<file path="src/rtl/core/alpha_blend_framebuffer_defines.svh">
// Assertion macros shared by the framebuffer RTL.
`ifndef ALPHA_BLEND_FRAMEBUFFER_DEFINES_SVH
`define ALPHA_BLEND_FRAMEBUFFER_DEFINES_SVH

`ifndef SYNTHESIS

// Same-cycle implication.
`define ABF_ASSERT_NOW(lbl, clk, rst_n, ante, cons, msg) \
    lbl: assert property (@(posedge clk) disable iff (!(rst_n)) (ante) |-> (cons)) \
        else $error(msg);

// Next-cycle implication.
`define ABF_ASSERT_NEXT(lbl, clk, rst_n, ante, cons, msg) \
    lbl: assert property (@(posedge clk) disable iff (!(rst_n)) (ante) |=> (cons)) \
        else $error(msg);

`else

`define ABF_ASSERT_NOW(lbl, clk, rst_n, ante, cons, msg)
`define ABF_ASSERT_NEXT(lbl, clk, rst_n, ante, cons, msg)

`endif

`endif

</file>
<file path="src/rtl/core/abf_pkg.sv">
package abf_pkg;

    localparam int CHAN_W  = 8;
    localparam int COORD_W = 8;
    localparam int DIM_W   = 9;
    localparam int PIX_W   = 3 * CHAN_W;

    localparam int DEF_MAX_WIDTH  = 256;
    localparam int DEF_MAX_HEIGHT = 256;

    localparam logic [DIM_W-1:0] DIM_RESET = 9'd256;

    // APB register map: register i at byte address 4*i
    localparam int APB_AW      = 3;
    localparam int APB_DW      = 32;
    localparam int REG_SEL_BIT = 2;

    localparam logic REG_FRAME_WIDTH  = 1'b0;
    localparam logic REG_FRAME_HEIGHT = 1'b1;

    localparam logic FUNC_READ  = 1'b0;
    localparam logic FUNC_BLEND = 1'b1;

    typedef struct packed {
        logic [CHAN_W-1:0] red;
        logic [CHAN_W-1:0] green;
        logic [CHAN_W-1:0] blue;
    } t_pix;

endpackage

</file>
<file path="src/rtl/core/abf_blend.sv">
module abf_blend import abf_pkg::*; (
    input  t_pix              i_src,
    input  t_pix              i_dst,
    input  logic [CHAN_W-1:0] i_alpha,
    output t_pix              o_pix
);

    // floor((src*a + dst*(255-a)) / 255); the sum stays below 2^16, where
    // (v + (v >> 8) + 1) >> 8 is exact
    function automatic logic [CHAN_W-1:0] blend_chan(
        input logic [CHAN_W-1:0] src,
        input logic [CHAN_W-1:0] dst,
        input logic [CHAN_W-1:0] a
    );
        logic [2*CHAN_W-1:0] v;
        logic [2*CHAN_W:0]   t;
        v = ({8'd0, src} * {8'd0, a}) + ({8'd0, dst} * {8'd0, 8'd255 - a});
        t = {1'b0, v} + {9'd0, v[2*CHAN_W-1:CHAN_W]} + 17'd1;
        return t[2*CHAN_W-1:CHAN_W];
    endfunction

    always_comb begin
        o_pix.red   = blend_chan(i_src.red,   i_dst.red,   i_alpha);
        o_pix.green = blend_chan(i_src.green, i_dst.green, i_alpha);
        o_pix.blue  = blend_chan(i_src.blue,  i_dst.blue,  i_alpha);
    end

endmodule
</file>
<file path="config.mk">
export PLATFORM = sky130hd
export DESIGN_NAME = abf_blend
export DESIGN_NICKNAME = d
export VERILOG_FILES = /design/src/rtl/core/alpha_blend_framebuffer_defines.svh /design/src/rtl/core/abf_pkg.sv /design/src/rtl/core/abf_blend.sv
export SDC_FILE = /design/constraint.sdc
export NUM_CORES = 1
export LEC_CHECK = 0
export BUFFER_PORTS_ARGS = -buffer_cell sky130_fd_sc_hd__buf_2
export CAP_MARGIN = 20
export CORE_UTILIZATION = 30
export DETAILED_ROUTE_END_ITERATION = 10
export PLACE_DENSITY = 0.57
export SLEW_MARGIN = 30
export SYNTH_ARGS = -nofsm -noshare
export SYNTH_HDL_FRONTEND = slang
export SYNTH_SLANG_ARGS = --single-unit
</file>
<file path="constraint.sdc">
create_clock -name vclk -period 8.85
set_input_delay 1.3275 -clock vclk [all_inputs]
set_output_delay 1.3275 -clock vclk [all_outputs]
set_load 0.01 [all_outputs]
</file>
# ---- Yosys cells after proc, flatten, opt, wreduce, memory -nomap -nowiden
# Cells that the tools add are included.
dict set report word_totals {
  register_bits 0
  in_bits 56
  out_inout_bits 24
  elab_cells 16
}
dict set report op_classes {
  n_addsub 10
  n_mul 6
}
# cell n
set op_table {}
lappend op_table {{multiplier 8 x 8 -> 16 bit} 6}
lappend op_table {{adder 16 x 1 -> 16 bit (second input constant)} 3}
lappend op_table {{adder 16 bit} 3}
lappend op_table {{adder 16 x 8 -> 16 bit} 3}
lappend op_table {{subtractor 8 bit (first input constant)} 1}

# ---- Logic depth before layout (Yosys ltp)
dict set report depth {
  ltp_word 5
  ltp_mapped 30
  ltp_nobuf 28
}

# ---- Least setup slack after synthesis
# Ideal clock, no wire load.
dict set report synth_path {
  kind {input to output}
  startpoint {in i_alpha[1]}
  endpoint {out o_pix[7] (netlist bit)}
  arrival_time_ps 7980
  t_required_ps 7523
  setup_slack_ps -458
  stages 28
  n_path_buf 2
  path_cell_list {clkbuf_1 clkbuf_1 nand2_1 fa_1 fa_1 inv_1 fa_1 fa_1 fa_1 inv_1 fa_1 inv_1 ha_1 or2_2 a21o_1 o211ai_1 o21ai_0 a21o_1 a21oi_1 xnor2_1 ha_1 or2_2 nand2_1 nor3b_1 and3_1 nand2_1 a211oi_1 xor2_1}
}
# element line
set synth_rtl {}
lappend synth_rtl {{start, declared} abf_blend.sv:4} ;# input logic [CHAN_W-1:0] i_alpha,
lappend synth_rtl {{end, declared} abf_blend.sv:5} ;# output t_pix o_pix

==> flow_metrics.tcl <==
set metrics [dict create \
    synthCells 1679 \
    dp.cells 2577 \
    dr_total_vias 11800 \
    min_period_ps 9100 \
    status "complete, but fails checks" \
    max_stage_delay_ps 510 \
    initial_core_util_pct 30.5 \
    max_capacitance_violation_count 0 \
    synth_compound_area_share_pct 6.03 \
    placement_rows 80 \
    unrepaired_setup_endpoints_after_global_routing "yes" \
    ios 80 \
    first_global_vias 13200 \
    worst_slack_ps -255 \
    global_route_wire_length_before_repair_um 63300 \
    multi_input_area_um2 13700 \
    warning_count_from_the_yosys_run 0 \
    setup_viol 24 \
    simple_gate_share_of_the_synthesized_area_pct 19.4 \
    die_area_um2 49400 \
    post_synth_instance_area_um2 14500 \
    die_x_um 222 \
    fin_worst_hold_slack_ps 3840 \
    violated_checks "negative setup slack" \
    port_buffers 80 \
    share_of_the_yosys_chip_area_belonging_to_registers_pct 0 \
    overflow 0 \
    main_combinational_cell_family_by_area_after_synthesis "adder cells" \
    parity_gate_share_of_the_synthesized_area_counting_xor_and_xnor_cells_pct 4.22 \
    synth_fa_ha_area_share_pct 57.3 \
    startpoint "i_alpha[5]" \
    netlist-cell-type-count 62 \
    critical_path.slowest_cell "fa_1" \
    critPathMaxFanout 6 \
    setup.worst_path.class "primary input to output pin" \
    crit_top_cell "fa_1" \
    antenna_found_initial 2 \
    worstPathArrival_ps 7780 \
    detailedRoute.firstPassIterationCount 7 \
    synth.mux.area_fraction_pct 0.663 \
    wire_per_inst_um 14.2 \
    routabilityCongestion 0.827 \
    layout_worst_path_cycle_share_pct 103 \
    worstHoldPathCells 9 \
    path_delay_family "adder cells" \
    finish.net_count 2555 \
    fillerInstances 4755 \
    n_clock_buffer 0 \
    timing_hold_violations_final 0 \
    area_growth_pct 31.1 \
    drt_wl_total_um 37300 \
    drt_first_iter_violations 388 \
    min_path_type "primary input to output pin" \
    post_layout_nonfiller_instances 2622 \
    layout.cells.most_common_list "inv_1, fa_1, buf_4" \
    worstHoldEndpoint "o_pix[15]" \
    layout.area.seq_um2 0 \
    max_freq_mhz 110 \
    vias_per_cell 4.50 \
    fp.dieH_um 222 \
    critPathBufInv 7 \
    drive_gt1_share_pct 27.0 \
    remaining_number_of_nets_flagged_by_the_antenna_check_after_routing 0 \
    fin_tns_setup_ps -3490 \
    final_common_cell "inv_1" \
    grt_max_degree 19 \
    syn_area_per_cell_um2 8.66 \
    critPathCaptureType "output pin" \
    final_max_slew_viol_count 0 \
    worst-endpoint-required_ps 7520 \
    grt_usage_pct 15.5 \
    post-route-drc-count 0 \
    post-dp-hpwl_um 31400 \
    numSequentialCells 0 \
    hold_path_startpoint "i_src[15]" \
    startpoint_type "primary input" \
    floorplan.core_area_um2 47700 \
]
## how the worst max path moves through the flow
stage | depth (start not counted) | to
floorplan | 28 | o_pix[2]
global placement | 29 | o_pix[6]
detailed placement | 29 | o_pix[6]
CTS | 30 | o_pix[4]
global route | 30 | o_pix[4]
finish | 30 | o_pix[4]
## metrics by stage
step	worst slack, ps	utilization [%]	cell area [um^2]
after CTS	-283	38.8	18500
after detailed placement	-685	36.9	17600
after global placement	-645	36.9	17600
after floorplan	-20.5	-	14900
final	-255	39.9	19100
after global routing	-511	39.9	19100
## synthesized netlist by cell type (all sizes together) (3+ instances only)
| cell | number | area (um^2) |
|---|---|---|
| o21ai | 21 | 105 |
| o31a | 4 | 35.0 |
| nand3 | 9 | 50.1 |
| and3 | 3 | 18.8 |
| nor3b | 6 | 50.1 |
| ha | 204 | 2550 |
| a221o | 4 | 41.3 |
| nor2 | 27 | 101 |
| nor4 | 3 | 18.8 |
| and2 | 119 | 744 |
| a31oi | 5 | 31.3 |
| a211oi | 5 | 42.5 |
| o21a | 7 | 52.6 |
| o311a | 3 | 31.3 |
| nor3 | 9 | 45.0 |
| xnor2 | 43 | 377 |
| fa | 288 | 5770 |
| and4 | 3 | 26.3 |
| a21boi | 3 | 22.5 |
| a21o | 9 | 67.6 |
| xor2 | 27 | 236 |
| nand2 | 106 | 398 |
| a21oi | 41 | 205 |
| a211o | 3 | 26.3 |
| mux2i | 4 | 40.0 |
| inv | 432 | 1620 |
| o21bai | 3 | 22.5 |
| or2 | 4 | 25.0 |
| nor2b | 126 | 788 |
| nand2b | 77 | 482 |
| o211ai | 5 | 37.5 |
| o31ai | 3 | 22.5 |
| clkbuf | 43 | 161 |
| buf | 3 | 11.3 |
| mux2 | 5 | 56.3 |
## logic make-up after synthesis
family                     after synthesis
adders and majority gates              494
AOI/OAI and AO/OA                      128
xor gates and xnor gates                70
buffers and inverters                  478
muxes                                    9
other                                    1
and+or+nand+nor                        499
## routing by layer
layer	wire length (um)	global-route usage, %	vias up
met2	18600	28.4	181
met5	0	0	-
met3	1180	0.702	28
met1	17100	20.8	5905
li1	-	-	5692
met4	406	1.66	0
## layout make-up
class | instances | share of cell area, %
multi-input combinational | 1203 | 71.7
timing repair buffer | 370 | 15.7
inverter | 432 | 8.51
tap | 615 | 4.04
antenna | 2 | 0.0263
## what timing repair did
action | 4_1_cts | 5_1_grt
hold buffers | 0 | 0
setup buffers | 32 | 8
gates resized for setup | 145 | 84
cloned | 3 | 3
endpoints found under the setup margin | 24 | 24
endpoints found under the hold margin | 0 | 0
pin swaps | 94 | 90
Power is not shown: default switching activity piles up to over one toggle a cycle in this logic, so the estimate is an artifact.
